[src/rtl/rwrb_pkg.sv]
`default_nettype none
// ----------------------------------------------------------------------------
// rwrb_pkg
// Shared types and constants of the receive window reorder buffer.
// ----------------------------------------------------------------------------
package rwrb_pkg;

  localparam int SEQ_W      = 32;
  localparam int SIZE_W     = 9;
  localparam int PCT_W      = 7;
  localparam int SLOT_IDX_W = 3;
  localparam int CFG_DATA_W = 32;
  localparam int IN_DATA_W  = 56;
  localparam int OUT_DATA_W = 48;

  // Register addresses of the configuration port.
  localparam logic [0:0] REG_DROP_PERCENT = 1'b0;

  // Kind of a result word.
  typedef enum logic [2:0] {
    KIND_ACK    = 3'd0,
    KIND_DROP   = 3'd1,
    KIND_REJECT = 3'd2,
    KIND_WRITE  = 3'd3,
    KIND_DONE   = 3'd4
  } kind_t;

  // Work handed from the classifier to the result sequencer.
  typedef struct packed {
    kind_t             kind;
    logic [SEQ_W-1:0]  seq;
    logic              channel;
    logic              last;
    logic              flush;
  } job_t;

  // Contents of one buffer slot.
  typedef struct packed {
    logic [SEQ_W-1:0]  offset;
    logic [SIZE_W-1:0] size;
  } slot_t;

endpackage
`default_nettype wire

[src/rtl/receive_window_reorder_buffer_unit.sv]
`default_nettype none
// ----------------------------------------------------------------------------
// receive_window_reorder_buffer_unit
// Selective-repeat receive window over byte-offset sequence numbers with a
// reorder buffer of SLOTS slots, each SLOT_BYTES bytes wide.
// ----------------------------------------------------------------------------
//
//  Port group | Direction | Word contents (lowest bit first)
//  -----------+-----------+---------------------------------------------------
//  in_*       | input     | tdata: seq_no, payload_size, channel, rand_value;
//             |           | tuser: mode; tlast: is_last
//  out_*      | output    | tdata: out_seq, out_size, out_channel, out_last,
//             |           | slot_index; tuser: kind; tlast: end_of_run
//  cfg_*      | APB       | register 0 at byte address 0: drop_percent
//
// The classifier handles an input word through capture and window distance,
// slot number by reciprocal multiply, then decision and slot write, and
// takes no new word until the last is through. A flush then walks every
// slot in the result sequencer, passing an empty slot in the scan state and
// reading a filled one out through the load state; the next word is held
// off until that walk has finished. Reset is synchronous and active low; no
// memory clearing is needed, since slot contents are read only behind their
// fill marks. Either channel may stall freely: the two-entry job queue and
// the output register keep the classifier and the sequencer apart.
//
// The window end is always start plus SLOTS*SLOT_BYTES minus one, so only
// the window start is held.
module receive_window_reorder_buffer_unit #(
  parameter int SLOTS = 8,
  parameter int SLOT_BYTES = 256
) (
  input  wire logic                              clk,
  input  wire logic                              rst_n,
  // Input channel.
  input  wire logic                              in_tvalid,
  output logic                                   in_tready,
  // [31:0] seq_no, [40:32] payload_size, [41] channel, [48:42] rand_value.
  input  wire logic [rwrb_pkg::IN_DATA_W-1:0]    in_tdata,
  // [0] mode.
  input  wire logic                              in_tuser,
  input  wire logic                              in_tlast,
  // Result channel.
  output logic                                   out_tvalid,
  input  wire logic                              out_tready,
  // [31:0] out_seq, [40:32] out_size, [41] out_channel, [42] out_last,
  // [45:43] slot_index.
  output logic      [rwrb_pkg::OUT_DATA_W-1:0]   out_tdata,
  // [2:0] kind.
  output logic      [2:0]                        out_tuser,
  output logic                                   out_tlast,
  // Configuration port.
  input  wire logic                              cfg_psel,
  input  wire logic                              cfg_penable,
  input  wire logic                              cfg_pwrite,
  input  wire logic [0:0]                        cfg_paddr,
  input  wire logic [rwrb_pkg::CFG_DATA_W-1:0]   cfg_pwdata,
  output logic      [rwrb_pkg::CFG_DATA_W-1:0]   cfg_prdata,
  output logic                                   cfg_pready
);

  localparam int IW = (SLOTS > 1) ? $clog2(SLOTS) : 1;
  localparam int QW = $bits(rwrb_pkg::job_t) + SLOTS;

  logic [rwrb_pkg::PCT_W-1:0]  drop_pct_r;
  logic                        cfg_wr;

  logic                        f_push;
  rwrb_pkg::job_t              f_job;
  logic [SLOTS-1:0]            f_mask;
  logic                        q_full;
  logic                        q_empty;
  logic                        b_pop;
  logic [QW-1:0]               q_out;
  rwrb_pkg::job_t              b_job;
  logic [SLOTS-1:0]            b_mask;

  logic                        ram_we;
  logic [IW-1:0]               ram_waddr;
  rwrb_pkg::slot_t             ram_wdata;
  logic                        ram_re;
  logic [IW-1:0]               ram_raddr;
  logic [$bits(rwrb_pkg::slot_t)-1:0] ram_rdata;

  logic                        flush_done;

  // Configuration register: written in the access phase, read back as is.
  assign cfg_pready = 1'b1;
  assign cfg_wr     = cfg_psel && cfg_penable && cfg_pwrite && cfg_pready;
  assign cfg_prdata = (cfg_paddr == rwrb_pkg::REG_DROP_PERCENT)
                      ? {{(rwrb_pkg::CFG_DATA_W-rwrb_pkg::PCT_W){1'b0}}, drop_pct_r}
                      : '0;

  always_ff @(posedge clk) begin
    if (!rst_n) begin
      drop_pct_r <= '0;
    end else if (cfg_wr && (cfg_paddr == rwrb_pkg::REG_DROP_PERCENT)) begin
      drop_pct_r <= cfg_pwdata[rwrb_pkg::PCT_W-1:0];
    end
  end

  rwrb_front #(
    .SLOTS      (SLOTS),
    .SLOT_BYTES (SLOT_BYTES)
  ) u_front (
    .clk          (clk),
    .rst_n        (rst_n),
    .in_tvalid    (in_tvalid),
    .in_tready    (in_tready),
    .in_tdata     (in_tdata),
    .in_tuser     (in_tuser),
    .in_tlast     (in_tlast),
    .drop_percent (drop_pct_r),
    .q_push       (f_push),
    .q_job        (f_job),
    .q_mask       (f_mask),
    .q_full       (q_full),
    .ram_we       (ram_we),
    .ram_waddr    (ram_waddr),
    .ram_wdata    (ram_wdata),
    .flush_done   (flush_done)
  );

  rwrb_queue #(
    .WIDTH (QW)
  ) u_queue (
    .clk       (clk),
    .rst_n     (rst_n),
    .push      (f_push),
    .push_data ({f_job, f_mask}),
    .full      (q_full),
    .pop       (b_pop),
    .pop_data  (q_out),
    .empty     (q_empty)
  );

  assign b_job  = q_out[QW-1:SLOTS];
  assign b_mask = q_out[SLOTS-1:0];

  // Slot store: offset and size of each filled slot.
  rwrb_ram #(
    .WIDTH ($bits(rwrb_pkg::slot_t)),
    .DEPTH (SLOTS)
  ) u_slot_ram (
    .clk   (clk),
    .we    (ram_we),
    .waddr (ram_waddr),
    .wdata (ram_wdata),
    .re    (ram_re),
    .raddr (ram_raddr),
    .rdata (ram_rdata)
  );

  rwrb_back #(
    .SLOTS (SLOTS)
  ) u_back (
    .clk        (clk),
    .rst_n      (rst_n),
    .q_empty    (q_empty),
    .q_pop      (b_pop),
    .q_job      (b_job),
    .q_mask     (b_mask),
    .ram_re     (ram_re),
    .ram_raddr  (ram_raddr),
    .ram_rdata  (ram_rdata),
    .flush_done (flush_done),
    .out_tvalid (out_tvalid),
    .out_tready (out_tready),
    .out_tdata  (out_tdata),
    .out_tuser  (out_tuser),
    .out_tlast  (out_tlast)
  );

endmodule
`default_nettype wire

[src/rtl/rwrb_ram.sv]
`default_nettype none
// ----------------------------------------------------------------------------
// rwrb_ram
// Generic single-write, single-read RAM with a registered read port.
// ----------------------------------------------------------------------------
module rwrb_ram #(
  parameter int WIDTH = 41,
  parameter int DEPTH = 8,
  localparam int AW = (DEPTH > 1) ? $clog2(DEPTH) : 1
) (
  input  wire logic             clk,
  input  wire logic             we,
  input  wire logic [AW-1:0]    waddr,
  input  wire logic [WIDTH-1:0] wdata,
  input  wire logic             re,
  input  wire logic [AW-1:0]    raddr,
  output logic      [WIDTH-1:0] rdata
);

  logic [WIDTH-1:0] mem_r [DEPTH];
  logic [WIDTH-1:0] rdata_r;

  always_ff @(posedge clk) begin
    if (we) begin
      mem_r[waddr] <= wdata;
    end
    if (re) begin
      rdata_r <= mem_r[raddr];
    end
  end

  assign rdata = rdata_r;

endmodule
`default_nettype wire

[src/rtl/rwrb_queue.sv]
`default_nettype none
// ----------------------------------------------------------------------------
// rwrb_queue
// Two-entry queue that decouples the classifier from the result sequencer.
// ----------------------------------------------------------------------------
module rwrb_queue #(
  parameter int WIDTH = 46
) (
  input  wire logic             clk,
  input  wire logic             rst_n,
  input  wire logic             push,
  input  wire logic [WIDTH-1:0] push_data,
  output logic                  full,
  input  wire logic             pop,
  output logic      [WIDTH-1:0] pop_data,
  output logic                  empty
);

  logic [WIDTH-1:0] entry_r [2];
  logic             wp_r;
  logic             rp_r;
  logic [1:0]       cnt_r;
  logic             do_push;
  logic             do_pop;

  assign full     = (cnt_r == 2'd2);
  assign empty    = (cnt_r == 2'd0);
  assign do_push  = push && !full;
  assign do_pop   = pop && !empty;
  assign pop_data = entry_r[rp_r];

  always_ff @(posedge clk) begin
    if (do_push) begin
      entry_r[wp_r] <= push_data;
    end
  end

  always_ff @(posedge clk) begin
    if (!rst_n) begin
      wp_r  <= 1'b0;
      rp_r  <= 1'b0;
      cnt_r <= 2'd0;
    end else begin
      if (do_push) begin
        wp_r <= !wp_r;
      end
      if (do_pop) begin
        rp_r <= !rp_r;
      end
      case ({do_push, do_pop})
        2'b10:   cnt_r <= cnt_r + 2'd1;
        2'b01:   cnt_r <= cnt_r - 2'd1;
        default: cnt_r <= cnt_r;
      endcase
    end
  end

endmodule
`default_nettype wire

[src/rtl/rwrb_front.sv]
`default_nettype none
// ----------------------------------------------------------------------------
// rwrb_front
// Accepts input words, places them against the window, fills slots and
// decides whether a flush follows; hands one job per word to the queue.
// ----------------------------------------------------------------------------
module rwrb_front #(
  parameter int SLOTS = 8,
  parameter int SLOT_BYTES = 256,
  localparam int IW = (SLOTS > 1) ? $clog2(SLOTS) : 1
) (
  input  wire logic                              clk,
  input  wire logic                              rst_n,
  input  wire logic                              in_tvalid,
  output logic                                   in_tready,
  input  wire logic [rwrb_pkg::IN_DATA_W-1:0]    in_tdata,
  input  wire logic                              in_tuser,
  input  wire logic                              in_tlast,
  input  wire logic [rwrb_pkg::PCT_W-1:0]        drop_percent,
  output logic                                   q_push,
  output rwrb_pkg::job_t                         q_job,
  output logic      [SLOTS-1:0]                  q_mask,
  input  wire logic                              q_full,
  output logic                                   ram_we,
  output logic      [IW-1:0]                     ram_waddr,
  output rwrb_pkg::slot_t                        ram_wdata,
  input  wire logic                              flush_done
);

  localparam int WSPAN = SLOTS * SLOT_BYTES;
  localparam int NB    = (WSPAN > 1) ? $clog2(WSPAN) : 1;
  localparam int LB    = $clog2(SLOT_BYTES);
  localparam int SH    = NB + LB;
  localparam int MW    = SH + 1;
  localparam int PW    = NB + MW;
  // Reciprocal of the slot size, rounded up; exact for offsets below 2^NB.
  localparam logic [MW-1:0] RECIP = MW'(((64'd1 << SH) + SLOT_BYTES - 1) / SLOT_BYTES);
  localparam logic [rwrb_pkg::SEQ_W-1:0] WIN_SPAN = rwrb_pkg::SEQ_W'(WSPAN);
  localparam logic [rwrb_pkg::SEQ_W-1:0] WIN_LAST = rwrb_pkg::SEQ_W'(WSPAN - 1);

  typedef enum logic [1:0] {
    F_IDLE,
    F_CALC,
    F_DECIDE
  } fstate_t;

  fstate_t                            state_r;
  logic                               mode_r;
  logic [rwrb_pkg::SEQ_W-1:0]         seq_r;
  logic [rwrb_pkg::SIZE_W-1:0]        size_r;
  logic                               ch_r;
  logic                               last_r;
  logic [rwrb_pkg::PCT_W-1:0]         rnd_r;
  logic [rwrb_pkg::SEQ_W-1:0]         dist_r;
  logic [PW-1:0]                      prod_r;
  logic [rwrb_pkg::SEQ_W-1:0]         start_r;
  logic [SLOTS-1:0]                   mask_r;
  logic                               flush_out_r;

  logic                               accept;
  logic                               is_drop;
  logic                               in_win;
  logic                               above;
  logic                               store;
  logic [IW-1:0]                      slot;
  logic [SLOTS-1:0]                   mask_new;
  logic                               prefix;
  logic                               flush;
  logic                               advance;
  rwrb_pkg::kind_t                    kind;

  assign in_tready = (state_r == F_IDLE) && !flush_out_r;
  assign accept    = in_tvalid && in_tready;

  assign is_drop  = !mode_r && (rnd_r < drop_percent);
  assign in_win   = (dist_r <= WIN_LAST);
  assign above    = !in_win && !dist_r[rwrb_pkg::SEQ_W-1];
  assign store    = !mode_r && !is_drop && in_win;
  assign slot     = prod_r[SH +: IW];
  assign mask_new = mask_r | (store ? (SLOTS'(1) << slot) : '0);
  // The filled slots form a prefix exactly when adding one clears all of them.
  assign prefix   = ((mask_new & (mask_new + SLOTS'(1))) == '0);
  assign flush    = mode_r ? prefix : (store && (last_r ? prefix : (&mask_new)));
  assign advance  = store && flush && !last_r;

  always_comb begin
    if (mode_r) begin
      kind = rwrb_pkg::KIND_DONE;
    end else if (is_drop) begin
      kind = rwrb_pkg::KIND_DROP;
    end else if (above) begin
      kind = rwrb_pkg::KIND_REJECT;
    end else begin
      kind = rwrb_pkg::KIND_ACK;
    end
  end

  assign q_push        = (state_r == F_DECIDE) && !q_full;
  assign q_job.kind    = kind;
  assign q_job.seq     = mode_r ? '0 : seq_r;
  assign q_job.channel = mode_r ? 1'b0 : ch_r;
  assign q_job.last    = (kind == rwrb_pkg::KIND_ACK) && last_r;
  assign q_job.flush   = flush;
  assign q_mask        = mask_new;

  assign ram_we           = q_push && store;
  assign ram_waddr        = slot;
  assign ram_wdata.offset = seq_r;
  assign ram_wdata.size   = size_r;

  always_ff @(posedge clk) begin
    if (!rst_n) begin
      state_r     <= F_IDLE;
      start_r     <= '0;
      mask_r      <= '0;
      flush_out_r <= 1'b0;
    end else begin
      case (state_r)
        F_IDLE: begin
          if (accept) begin
            state_r <= F_CALC;
          end
        end
        F_CALC: begin
          state_r <= F_DECIDE;
        end
        F_DECIDE: begin
          if (q_push) begin
            state_r <= F_IDLE;
            mask_r  <= flush ? '0 : mask_new;
            if (advance) begin
              start_r <= start_r + WIN_SPAN;
            end
          end
        end
        default: state_r <= F_IDLE;
      endcase
      if (q_push && flush) begin
        flush_out_r <= 1'b1;
      end else if (flush_done) begin
        flush_out_r <= 1'b0;
      end
    end
  end

  always_ff @(posedge clk) begin
    if (accept) begin
      mode_r <= in_tuser;
      seq_r  <= in_tdata[31:0];
      size_r <= in_tdata[40:32];
      ch_r   <= in_tdata[41];
      last_r <= in_tlast;
      rnd_r  <= in_tdata[48:42];
      dist_r <= in_tdata[31:0] - start_r;
    end
    if (state_r == F_CALC) begin
      prod_r <= PW'(dist_r[NB-1:0] * RECIP);
    end
  end

  // Only one flush may be in flight, since the slot store is read behind it.
  a_one_flush: assert property (@(posedge clk) disable iff (!rst_n)
    (q_push && flush) |-> !flush_out_r)
    else $error("flush issued while another flush is outstanding");

  a_advance_clears: assert property (@(posedge clk) disable iff (!rst_n)
    (q_push && advance) |=> (mask_r == '0))
    else $error("fill marks survived a window advance");

endmodule
`default_nettype wire

[src/rtl/rwrb_back.sv]
`default_nettype none
// ----------------------------------------------------------------------------
// rwrb_back
// Takes jobs from the queue, walks the slots of a flush through the slot
// store and drives the result channel from an output register.
// ----------------------------------------------------------------------------
module rwrb_back #(
  parameter int SLOTS = 8,
  localparam int IW = (SLOTS > 1) ? $clog2(SLOTS) : 1
) (
  input  wire logic                              clk,
  input  wire logic                              rst_n,
  input  wire logic                              q_empty,
  output logic                                   q_pop,
  input  wire rwrb_pkg::job_t                    q_job,
  input  wire logic [SLOTS-1:0]                  q_mask,
  output logic                                   ram_re,
  output logic      [IW-1:0]                     ram_raddr,
  input  wire rwrb_pkg::slot_t                   ram_rdata,
  output logic                                   flush_done,
  output logic                                   out_tvalid,
  input  wire logic                              out_tready,
  output logic      [rwrb_pkg::OUT_DATA_W-1:0]   out_tdata,
  output logic      [2:0]                        out_tuser,
  output logic                                   out_tlast
);

  localparam int CW = $clog2(SLOTS + 1);

  typedef enum logic [1:0] {
    B_IDLE,
    B_SCAN,
    B_LOAD,
    B_FINAL
  } bstate_t;

  bstate_t                          state_r;
  rwrb_pkg::job_t                   job_r;
  logic [SLOTS-1:0]                 mask_r;
  logic [CW-1:0]                    idx_r;
  logic                             out_valid_r;
  rwrb_pkg::kind_t                  o_kind_r;
  logic [rwrb_pkg::SEQ_W-1:0]       o_seq_r;
  logic [rwrb_pkg::SIZE_W-1:0]      o_size_r;
  logic                             o_ch_r;
  logic                             o_last_r;
  logic [rwrb_pkg::SLOT_IDX_W-1:0]  o_slot_r;
  logic                             o_eor_r;

  logic                             out_free;
  logic                             scan_done;
  logic                             load_write;
  logic                             load_final;

  assign out_free   = !out_valid_r || out_tready;
  assign scan_done  = (idx_r == CW'(SLOTS));
  assign q_pop      = (state_r == B_IDLE) && !q_empty;
  assign ram_raddr  = idx_r[IW-1:0];
  assign ram_re     = (state_r == B_SCAN) && !scan_done && mask_r[idx_r[IW-1:0]];
  assign load_write = (state_r == B_LOAD) && out_free;
  assign load_final = (state_r == B_FINAL) && out_free;
  assign flush_done = load_final && job_r.flush;

  assign out_tvalid = out_valid_r;
  assign out_tuser  = o_kind_r;
  assign out_tlast  = o_eor_r;
  assign out_tdata  = {2'b00, o_slot_r, o_last_r, o_ch_r, o_size_r, o_seq_r};

  always_ff @(posedge clk) begin
    if (!rst_n) begin
      state_r     <= B_IDLE;
      out_valid_r <= 1'b0;
    end else begin
      if (load_write || load_final) begin
        out_valid_r <= 1'b1;
      end else if (out_tready) begin
        out_valid_r <= 1'b0;
      end
      case (state_r)
        B_IDLE: begin
          if (q_pop) begin
            job_r   <= q_job;
            mask_r  <= q_mask;
            idx_r   <= '0;
            state_r <= q_job.flush ? B_SCAN : B_FINAL;
          end
        end
        B_SCAN: begin
          if (scan_done) begin
            state_r <= B_FINAL;
          end else if (ram_re) begin
            state_r <= B_LOAD;
          end else begin
            idx_r <= idx_r + CW'(1);
          end
        end
        B_LOAD: begin
          if (out_free) begin
            o_kind_r <= rwrb_pkg::KIND_WRITE;
            o_seq_r  <= ram_rdata.offset;
            o_size_r <= ram_rdata.size;
            o_ch_r   <= 1'b0;
            o_last_r <= 1'b0;
            o_slot_r <= rwrb_pkg::SLOT_IDX_W'(idx_r);
            o_eor_r  <= 1'b0;
            idx_r    <= idx_r + CW'(1);
            state_r  <= B_SCAN;
          end
        end
        B_FINAL: begin
          if (out_free) begin
            o_kind_r <= job_r.kind;
            o_seq_r  <= job_r.seq;
            o_size_r <= '0;
            o_ch_r   <= job_r.channel;
            o_last_r <= job_r.last;
            o_slot_r <= '0;
            o_eor_r  <= 1'b1;
            state_r  <= B_IDLE;
          end
        end
        default: state_r <= B_IDLE;
      endcase
    end
  end

  // A write command is always followed by the closing word of its item.
  a_write_not_last: assert property (@(posedge clk) disable iff (!rst_n)
    (out_tvalid && (out_tuser == rwrb_pkg::KIND_WRITE)) |-> !out_tlast)
    else $error("write command marked as end of run");

  a_load_in_flush: assert property (@(posedge clk) disable iff (!rst_n)
    (state_r == B_LOAD) |-> job_r.flush)
    else $error("slot read outside a flush");

endmodule
`default_nettype wire

[config.mk]
export PLATFORM = sky130hd
export DESIGN_NAME = receive_window_reorder_buffer_unit
export DESIGN_NICKNAME = d
export VERILOG_FILES = /design/src/rtl/rwrb_pkg.sv /design/src/rtl/receive_window_reorder_buffer_unit.sv /design/src/rtl/rwrb_ram.sv /design/src/rtl/rwrb_queue.sv /design/src/rtl/rwrb_front.sv /design/src/rtl/rwrb_back.sv
export SDC_FILE = /design/constraint.sdc
export NUM_CORES = 1
export LEC_CHECK = 0
export BUFFER_PORTS_ARGS = -buffer_cell sky130_fd_sc_hd__buf_2
export CORE_ASPECT_RATIO = 0.5
export CORE_MARGIN = 5
export CORE_UTILIZATION = 55
export CTS_CLUSTER_DIAMETER = 40
export CTS_CLUSTER_SIZE = 10
export DETAILED_ROUTE_END_ITERATION = 8
export PLACE_DENSITY = 0.79
export SYNTH_ARGS = -nofsm -noshare
export SYNTH_HDL_FRONTEND = slang
export SYNTH_HIERARCHICAL = 1
export SYNTH_SLANG_ARGS = --single-unit
[constraint.sdc]
create_clock -name clk -period 5.5 [get_ports clk]
set_input_delay 0.55 -clock clk [delete_from_list [all_inputs] [get_ports clk]]
set_output_delay 0.55 -clock clk [all_outputs]
set_load 0.05 [all_outputs]
# Word level (Yosys, flattened, before mapping)
# Memory sizes are Yosys's and may differ from the RTL's. A register that Yosys moved wholly into a read port is not among the register bits.
# Index checks and enable logic that the tools add are counted.
# W data, S select, Z words.
totals:
  regBits: 251
  latchBits: 0
  ramBits: 420
  rom_bits: 0
  in_bits: 98
  out_inout_bits: 87
  elab_cells: 177
  memories: 2
op_classes:
  n_addsub: 6
  n_mul: 0
  n_div: 0
  order_cmp: 3
  n_eq_ne: 17
  shifts: 1
  muxes: 57
  bitwise_logic: 3
  n_reduce_logical: 56
memory_table:
  columns: ["memory", "depth", "width", "read_ports", "rd_ports_with_merged_regs", "write_ports", "line", "source"]
  rows:
  - ["u_slot_ram.mem_r", 8, 41, 1, 1, 1, "rwrb_ram.sv:20", "logic [WIDTH-1:0] mem_r [DEPTH];"]
  - ["u_queue.entry_r", 2, 46, 1, 1, 1, "rwrb_queue.sv:19", "logic [WIDTH-1:0] entry_r [2];"]
ops:
  columns: ["cell", "n"]
  rows:
  - ["$mux W32", 3]
  - ["$pmux W32 S2", 1]
  - ["$add A32 B12 Y32 const B", 1]
  - ["$le A32 B11 Y1 const B", 1]
  - ["$sub A32 B32 Y32", 1]
  - ["$logic_and A1 B1 Y1", 24]
  - ["$mux W1", 18]
  - ["$mux W2", 9]
  - ["$mux W3", 6]
  - ["$mux W9", 2]
  - ["$pmux W9 S2", 1]
  - ["$mux W4", 4]
  - ["$mux W8", 2]
  - ["$logic_not A1 Y1", 12]
  - ["$pmux W3 S2", 2]
  - ["$pmux W4 S3", 1]
  - ["$eq A2 B2 Y1 const B", 5]
  - ["$add A8 B1 Y8 const B", 1]
  - ["$and A8 B8 Y8", 1]
  - ["$logic_not A8 Y1", 1]
  - ["$ne A2 B1 Y1 const B", 4]
  - ["$or A8 B8 Y8", 1]
  - ["$pmux W2 S4", 1]
  - ["$reduce_and A4 Y1", 2]
  - ["25 further kinds", 39]

# Depth between registers and ports, before layout
# Gate-level depths: netlist (run 1).
depth:
  depth_word: 16
  depth_mapped: 12
  ltp_nobuf: 11

# Hierarchy
# Netlist (run 1), hierarchy kept.
by_module_without_submodules:
  columns: ["module", "n_inst", "cells_each", "area_each_um2", "seq_area_each_um2"]
  rows:
  - ["rwrb_ram", 1, 528, 13903.3, 11080.6]
  - ["rwrb_front", 1, 547, 5725.5, 2892.8]
  - ["rwrb_back", 1, 215, 4026.4, 3062.9]
  - ["rwrb_queue", 1, 169, 3542.1, 2862.7]
  - ["receive_window_reorder_buffer_unit", 1, 66, 551.8, 140.1]

# Least setup slack after synthesis (run 1)
# Ideal clock, no wire load.
synth_path:
  path_kind: "flip-flop to flip-flop"
  from: "register drop_pct_r[2] in the netlist's numbering"
  to: "memory u_slot_ram.mem_r[0][0], enable pin"
  setup_ns: 0.490
  arrival_time_ns: 4.616
  slack_ns: 0.394
  stages_incl_launch_ff: 11
  path_buffers: 1
  path_cell_list: "dfxtp_1 inv_1 ha_1 a21o_1 a31oi_1 o21ai_0 clkbuf_1 nand4_1 nor2_1 nand2b_1 nor3_1"
synth_between:
  elab_chain_len: 8
synth_rtl:
  columns: ["element", "line", "source"]
  rows:
  - ["start, declared", "receive_window_reorder_buffer_unit.sv:64", "logic [rwrb_pkg::PCT_W-1:0] drop_pct_r;"]
  - ["start signal, assigned", "receive_window_reorder_buffer_unit.sv:97", "drop_pct_r <= cfg_pwdata[rwrb_pkg::PCT_W-1:0];"]
  - ["$lt A7 B7 Y1", "rwrb_front.sv:75", "assign is_drop = !mode_r && (rnd_r < drop_percent);"]
  - ["$logic_and A1 B1 Y1", "rwrb_front.sv:75", null]
  - ["$logic_not A1 Y1", "rwrb_front.sv:78", "assign store = !mode_r && !is_drop && in_win;"]
  - ["$logic_and A1 B1 Y1 (2 in a row)", "rwrb_front.sv:78", null]
  - ["$logic_and A1 B1 Y1", "rwrb_front.sv:106", "assign ram_we = q_push && store;"]
  - ["named net ram_we", "receive_window_reorder_buffer_unit.sv:77", "logic ram_we;"]
  - ["$mux W1", "rwrb_ram.sv:24", "if (we) begin"]
  - ["$mux W1 (not written as such)", "rwrb_ram.sv:25", "mem_r[waddr] <= wdata;"]
  - ["end, declared", "rwrb_ram.sv:20", null]
# The timed path passes the listed nets, and every way through them passes these cells.

# Final worst setup path (run 1)
layout_path:
  from: "register u_front/dist_r[14] in the netlist's numbering"
  to: "register u_front/start_r[23] in the netlist's numbering"
layout_between:
  elab_chain_len: 13
layout_rtl:
  columns: ["element", "line", "source"]
  rows:
  - ["start, declared", "rwrb_front.sv:54", "logic [rwrb_pkg::SEQ_W-1:0] dist_r;"]
  - ["start signal, assigned", "rwrb_front.sv:154", "dist_r <= in_tdata[31:0] - start_r;"]
  - ["$le A32 B11 Y1 *", "rwrb_front.sv:76", "assign in_win = (dist_r <= WIN_LAST);"]
  - ["$logic_and A1 B1 Y1 *", "rwrb_front.sv:78", null]
  - ["$mux W8", "rwrb_front.sv:80", "assign mask_new = mask_r | (store ? (SLOTS'(1) << slot) : '0);"]
  - ["$or A8 B8 Y8", "rwrb_front.sv:80", null]
  - ["$add A8 B1 Y8", "rwrb_front.sv:82", "assign prefix = ((mask_new & (mask_new + SLOTS'(1))) == '0);"]
  - ["$and A8 B8 Y8", "rwrb_front.sv:82", null]
  - ["$logic_not A8 Y1", "rwrb_front.sv:82", null]
  - ["$mux W1", "rwrb_front.sv:83", "assign flush = mode_r ? prefix : (store && (last_r ? prefix : (&mask_new)));"]
  - ["$logic_and A1 B1 Y1", "rwrb_front.sv:83", null]
  - ["$mux W1", "rwrb_front.sv:83", null]
  - ["$logic_and A1 B1 Y1 * (2 in a row)", "rwrb_front.sv:84", "assign advance = store && flush && !last_r;"]
  - ["$reduce_and A3 Y1 (no line) *", null, null]
  - ["end signal, assigned", "rwrb_front.sv:132", "start_r <= start_r + WIN_SPAN;"]
  - ["end, declared", "rwrb_front.sv:56", "logic [rwrb_pkg::SEQ_W-1:0] start_r;"]
# Every way passes the cells marked *; elsewhere a longest branch is shown, timed or not.
# A chain may end at the register's enable or synchronous reset.

==> results.yml, run 1 <==
floorplanning:
  coreArea_um2: 50100
  die_height_um: 169
  initial_core_util: 0.554
  die_x_um: 328
  ios: 185
  core.rowCount: 58
  dieArea_um2: 55300
timing:
  setup_violations: 0
  min_period_ns: 4.11
  timing.slew.headroom: 0.366
  rsz0062_at_grt: "no"
  drv_slew: 0
  skew_ns: 0.0229
  tightest_slew_ns: 0.949
  fin_crit_sh: 0.747
  timing.fmax_ghz: 0.243
  tns_ns: 0
  finalHoldViolations: 0
placed_design:
  dp_hpwl_mm: 30.7
  place.gp.congestion: 0.870
  port_buffers: 124
final_layout:
  final_nets: 1815
  drive_gt1_frac: 0.216
  final_util: 0.621
  area_growth_pct: 12.1
  n_antenna_cell: 0
  register_area_um2: 20000
  num-fill-cells: 3298
  multi_input_area_um2: 7070
setup_path:
  reg2reg_setup_slack_ns: 1.39
  critical_path_class: "reg2reg"
  ff2ff_path_depth: 8
  worstSetupStartpointType: "flop"
  cp_data_required_time_ns: 6.01
  crit_path_frequent_cell: "or4_1"
  crit_arrival_ns: 4.62
  endpoint_kind: "flop"
  r2r_start: "u_front/dist_r[14]"
  cp_top_family: "simple AND/OR/NAND/NOR gates"
  critPathMaxFanout: 33
  path_cells: "or4_1 > or4_1 > or3_4 > or4_4 > a22oi_4 > nand3_2 > or4_1 > a21oi_1"
  path_buf_inv: 0
  max_stage_delay_ns: 0.69
  r2r_end: "u_front/start_r[23]"
  critPathSlowestCell: "or4_1"
synthesis:
  synth_async_sr_flop_share: 0
  yosysMostFrequentCell: "edfxtp_1"
  yosysTopAreaCell: "edfxtp_1"
  seq_area_frac_synth: 0.722
  synth_top_area_frac: 0.688
  synth_seq_cells: 683
  ys_warn_count: 6
  synth.area.top_cells: "edfxtp_1 (69%), mux4_1 (7.8%), mux2_2 (3.6%)"
  postSynthCellCount: 1525
  synth_flop_cell: "edfxtp_1"
  synthTopCellsByCount: "edfxtp_1 (636), mux2_2 (88), mux4_1 (82)"
  synth_area_um2: 27700
  synth_edf_count: 636
  yosysUniqueCellTypes: 77
  syn_area_per_cell_um2: 18.2
clock_tree:
  cts_buffers: 79
  ctsHoldBuffers: 0
  post_cts_resized: 0
  clkTransAtPathRegs_ns: 0.05
  post_cts_buffers: 0
  cts_root_buf: "clkbuf_16"
  htree_levels: 3
  cts_sinks: 683
  cts_tree: "done"
  clock_latency_ns: 0.60
  clk_path_buf_depth: 3
power:
  p_clk_frac: 0.369
  power_frac_seq: 0.496
  netSwitchingPower_w: 0.00305
  p_int_w: 0.00940
  power_density_nw_per_um2: 400
  pwr-share-comb: 0.135
  p_leak_nw: 10.6
  max-vdd-ir-drop_uv: 223
  p_sw_frac: 0.245
route:
  first_pass_iters: 5
  remaining_drc_errors: 0
  vias: 14300
  wire_per_inst_um: 24.4
  drt_iter0_markers: 1456
  vias_per_cell: 6.04
  ant_nets: 0
  drt-total-wl_mm: 57.6
flow_run:
  cap_violations: 0
min_path:
  hp-start: "in_tdata[37]"
  hp-class: "in2reg"
  holdPathStages: 1
  hold_end: "u_front/size_r[5]"
grt:
  grt_pass1_vias: 14500
  grt_max_degree: 58
  grt_use_total: 0.208
  overflow: 0
  grt_pass1_wl_mm: 87.1
  antenna_found_initial: 0
run_status:
  status: "finished, final reports clean"
layer usage:
layer  vias to the layer above  GRT usage  wire length, µm
li1                       6276          -                -
met1                      7237      0.277            22800
met2                       660      0.359            29300
met3                        99     0.0385             4350
met4                         0     0.0560             1190
met5                         -          0                0
worst reg2reg max path, stage by stage, from the launching register on:
cell and delay, ns:
edfxtp_1 0.37, or4_1 0.59, or4_1 0.48, or3_4 0.39, or4_4 0.52, a22oi_4 0.25, nand3_2 0.55, or4_1 0.71
a21oi_1 0.17
stage by stage:
step / total power, W / instances / setup WS [ns] / area [µm²] / hold WS, ns
2_1_floorplan: 0.00755 / 1550 / 0.394 / 27800 / 0.435
3_3_place_gp: 0.00787 / 2260 / 1.55 / 28900 / 0.445
3_5_place_dp: 0.00793 / 2260 / 1.43 / 28900 / 0.456
4_1_cts: 0.0125 / 2362 / 1.40 / 31100 / 0.0985
5_1_grt: 0.0129 / 2362 / 1.18 / 31100 / 0.103
6_report: 0.0124 / 2362 / 1.39 / 31100 / 0.125
registers in the layout (all words and copies together) (netlist names), 4 cells and up, named ones only:
register	flops
u_front/seq_r	32
u_front/size_r	9
u_front/dist_r	21
u_back/mask_r	8
u_back/o_size_r	9
drop_pct_r	7
u_front/start_r	21
u_slot_ram/rdata	41
u_slot_ram/mem_r	328
u_front/mask_r	8
u_back/job_r	38
u_back/o_seq_r	32
u_back/idx_r	4
u_front/rnd_r	7
u_queue/entry_r	92
power by group through the flow:
| stage | combinational (W) | clock [W] | sequential (W) |
|---|---|---|---|
| detailed placement | 0.00165 | 0 | 0.00627 |
| global route | 0.00178 | 0.00493 | 0.00619 |
| CTS | 0.00169 | 0.00467 | 0.00617 |
| global placement | 0.00161 | 0 | 0.00626 |
| floorplan | 0.00114 | 0 | 0.00641 |
| finish | 0.00168 | 0.00459 | 0.00617 |
worst max-delay path by stage:
stage / startpoint / to / slack [ns] / cells after the start
finish: u_front/dist_r[14] / u_front/start_r[23] / 1.39 / 8
detailed placement: u_front/dist_r[13] / u_front/start_r[23] / 1.43 / 8
CTS: u_front/dist_r[14] / u_front/start_r[23] / 1.40 / 8
global route: u_front/dist_r[13] / u_front/start_r[23] / 1.18 / 8
floorplan: drop_pct_r[2] / u_slot_ram/mem_r[0][0] / 0.39 / 10
global placement: u_front/dist_r[14] / u_front/start_r[23] / 1.55 / 8
cell type report:
type / instances / area share
multi-input combinational: 721 / 0.227
timing repair buffer: 148 / 0.0257
inverter: 48 / 0.00579
tap: 660 / 0.0265
clock buffer: 94 / 0.0667
clock inverter: 8 / 0.00406
sequential: 683 / 0.644
cell usage in the layout (no fill, tap or decap), types with 17 or more instances in the layout:
cell type | Yosys | routed
inv_1 | 46 | 45
mux4_1 | 82 | 82
nand2_1 | 65 | 65
dfxtp_1 | 47 | 46
xnor2_1 | 17 | 17
mux2_1 | 31 | 31
mux2_2 | 88 | 88
buf_2 | 7 | 124
nor2b_1 | 55 | 55
ha_1 | 35 | 34
edfxtp_1 | 636 | 636
conb_1 | 3 | 28
a21oi_1 | 31 | 31
clkbuf_16 | 0 | 81
nor2_1 | 39 | 33
buf_4 | 46 | 24
cell families (layout without fill, tap and decap cells):
| logic type | after synthesis | count (layout) | synth area share |
|---|---|---|---|
| AO/OA/AOI/OAI | 131 | 131 | 0.0350 |
| other | 3 | 28 | 0.000406 |
| XOR/XNOR | 24 | 24 | 0.00758 |
| AND/OR/NAND/NOR | 285 | 285 | 0.0560 |
| adder cells (fa/ha/maj) | 36 | 36 | 0.0165 |
| multiplexers | 217 | 217 | 0.133 |
| flip-flops | 683 | 683 | 0.722 |
| buffers and inverters | 146 | 298 | 0.0293 |
(Power assumes the default switching activity.)
==> run 2, diff against run 1 <==
--- a/config.mk
+++ b/config.mk
@@ -8,11 +8,11 @@
 export BUFFER_PORTS_ARGS = -buffer_cell sky130_fd_sc_hd__buf_2
 export CORE_ASPECT_RATIO = 0.5
 export CORE_MARGIN = 5
-export CORE_UTILIZATION = 55
+export CORE_UTILIZATION = 54
 export CTS_CLUSTER_DIAMETER = 40
 export CTS_CLUSTER_SIZE = 10
 export DETAILED_ROUTE_END_ITERATION = 8
-export PLACE_DENSITY = 0.79
+export PLACE_DENSITY = 0.81
 export SYNTH_ARGS = -nofsm -noshare
 export SYNTH_HDL_FRONTEND = slang
 export SYNTH_HIERARCHICAL = 1
==> constraint.sdc (replaced) <==
create_clock -name clk -period 3.5 [get_ports clk]
set_input_delay 0.35 -clock clk [delete_from_list [all_inputs] [get_ports clk]]
set_output_delay 0.35 -clock clk [all_outputs]
set_load 0.05 [all_outputs]
==> results.yml, run 2 (synthesized netlist as in run 1, its figures left out) <==
clock_tree:
  clkTransAtPathRegs_ns: 0.05
  clk_path_buf_depth: 3
  htree_levels: 3
  cts_root_buf: "clkbuf_16"
  cts_sinks: 683
  cts_tree: "done"
  clock_latency_ns: 0.61
  cts_buffers: 79
run_status:
  status: "finished, final reports clean"
timing:
  tightest_slew_ns: 0.989
  setup_violations: 0
  min_period_ns: 3.47
  timing.fmax_ghz: 0.288
  finalHoldViolations: 0
  timing.slew.headroom: 0.341
  rsz0062_at_grt: "yes"
  postLayoutSetupSlackWorst_ns: 0.0326
  tns_ns: 0
  drv_slew: 0
  skew_ns: 0.0228
  fin_crit_sh: 0.991
floorplanning:
  die_height_um: 170
  initial_core_util: 0.549
  ios: 185
  dieArea_um2: 56300
  core.rowCount: 58
  coreArea_um2: 50500
  die_x_um: 331
grt:
  grt_max_degree: 86
  antenna_found_initial: 1
  grt_pass1_vias: 15300
  grt_pass1_wl_mm: 93.1
  overflow: 0
  grt_use_total: 0.221
power:
  finalPower_w: 0.0199
  p_leak_nw: 11.2
  power_frac_seq: 0.488
  p_int_w: 0.0149
  netSwitchingPower_w: 0.00493
  p_sw_frac: 0.248
  p_clk_frac: 0.371
  power_density_nw_per_um2: 613
  pwr-share-comb: 0.141
  max-vdd-ir-drop_uv: 365
route:
  ant_nets: 0
  vias_per_cell: 6.00
  wire_per_inst_um: 25.0
  first_pass_iters: 6
  remaining_drc_errors: 0
  drt_iter0_markers: 1821
  vias: 15000
  drt-total-wl_mm: 62.5
setup_path:
  max_stage_delay_ns: 0.55
  endpoint_kind: "flop"
  crit_arrival_ns: 3.98
  path_buf_inv: 1
  cp_top_family: "simple AND/OR/NAND/NOR gates"
  critical_path_class: "reg2reg"
  critPathMaxFanout: 6
  path_cells: "or4_4 > or4_4 > or3_4 > or4_4 > a22oi_4 > nand3_4 > buf_12 > or3_1 > a21oi_1"
  critPathSlowestCell: "or4_4"
  crit_path_frequent_cell: "or4_4"
  cp_data_required_time_ns: 4.01
  worstSetupStartpointType: "flop"
placed_design:
  place.gp.congestion: 0.875
  port_buffers: 124
  place_ws_ns: -0.0771
  dp_hpwl_mm: 33.4
  place_area_um2: 29500
final_layout:
  final_util: 0.642
  largest_register_ff_count: 328
  final_nets: 1913
  num-fill-cells: 3163
  final_common_cell: "edfxtp_1"
  drive_gt1_frac: 0.234
  final_area_um2: 32400
  area_growth_pct: 16.8
  top_register: "u_slot_ram/mem_r"
  final_cell_mix: "edfxtp_1 (636), buf_2 (124), mux2_2 (88)"
flow_run:
  cap_violations: 0
min_path:
  hp-class: "in2reg"
run 2: cell count changes in the layout (fill, tap and decap cells not counted), moves of 5 or more:
cell / change
buf_12: +17
or4_1: -6
dlygate4sd3_1: +56
buf_4: +21
or4_4: +6
clkbuf_1: +5
run 2: repair_timing:
item	4_1_cts	5_1_grt
endpoints found under the hold margin	56	0
buffers inserted	0	2
cloned	0	3
gates resized for setup	3	17
hold buffers	56	0
setup endpoints to repair	10	25
pin swaps	0	11
run 2: metrics by stage:
stage / std cells / hold slack [ns]
4_1_cts: 2491 / 0.00301
6_report: 2497 / 0.0388
3_3_place_gp: 2327 / 0.442
2_1_floorplan: 1550 / 0.435
3_5_place_dp: 2327 / 0.454
5_1_grt: 2496 / 0.0185
run 2: worst paths after layout:
check                           start                  end  slack [ns]  depth (start not counted)
hold reg to reg   u_front/start_r[27]  u_front/start_r[27]        0.47                          2
setup reg to reg   u_front/dist_r[11]  u_front/start_r[15]        0.03                          9
setup / recovery   u_front/dist_r[11]  u_front/start_r[15]        0.03                          9
hold / removal           in_tdata[24]    u_front/seq_r[24]        0.04                          1
run 2: layout make-up:
| type | count | area (µm²) | share of cell area |
|---|---|---|---|
| Timing Repair Buffer | 245 | 1920 | 0.0592 |
| Clock buffer | 102 | 2160 | 0.0666 |
| Sequential cell | 683 | 20000 | 0.618 |
| Tap cell | 690 | 863 | 0.0266 |
| Clock inverter | 6 | 72.6 | 0.00224 |
| Antenna cell | 1 | 2.50 | 0.0000772 |
| Multi-Input combinational cell | 722 | 7180 | 0.221 |
| Inverter | 48 | 180 | 0.00556 |
run 2: layer usage:
| layer | vias to the layer above | track usage | share of wire |
|---|---|---|---|
| met5 | - | 0 | 0 |
| met4 | 0 | 0.0707 | 0.027 |
| met3 | 143 | 0.0392 | 0.081 |
| met2 | 844 | 0.388 | 0.52 |
| met1 | 7518 | 0.285 | 0.37 |
| li1 | 6489 | - | - |
run 2: power by group through the flow:
stage	sequential, W	combinational, W	clock (W)
3_3_place_gp	0.00982	0.00259	0
6_report	0.00969	0.00280	0.00738
5_1_grt	0.00972	0.00294	0.00788
3_5_place_dp	0.00983	0.00268	0
4_1_cts	0.00969	0.00279	0.00747
2_1_floorplan	0.0101	0.00179	0
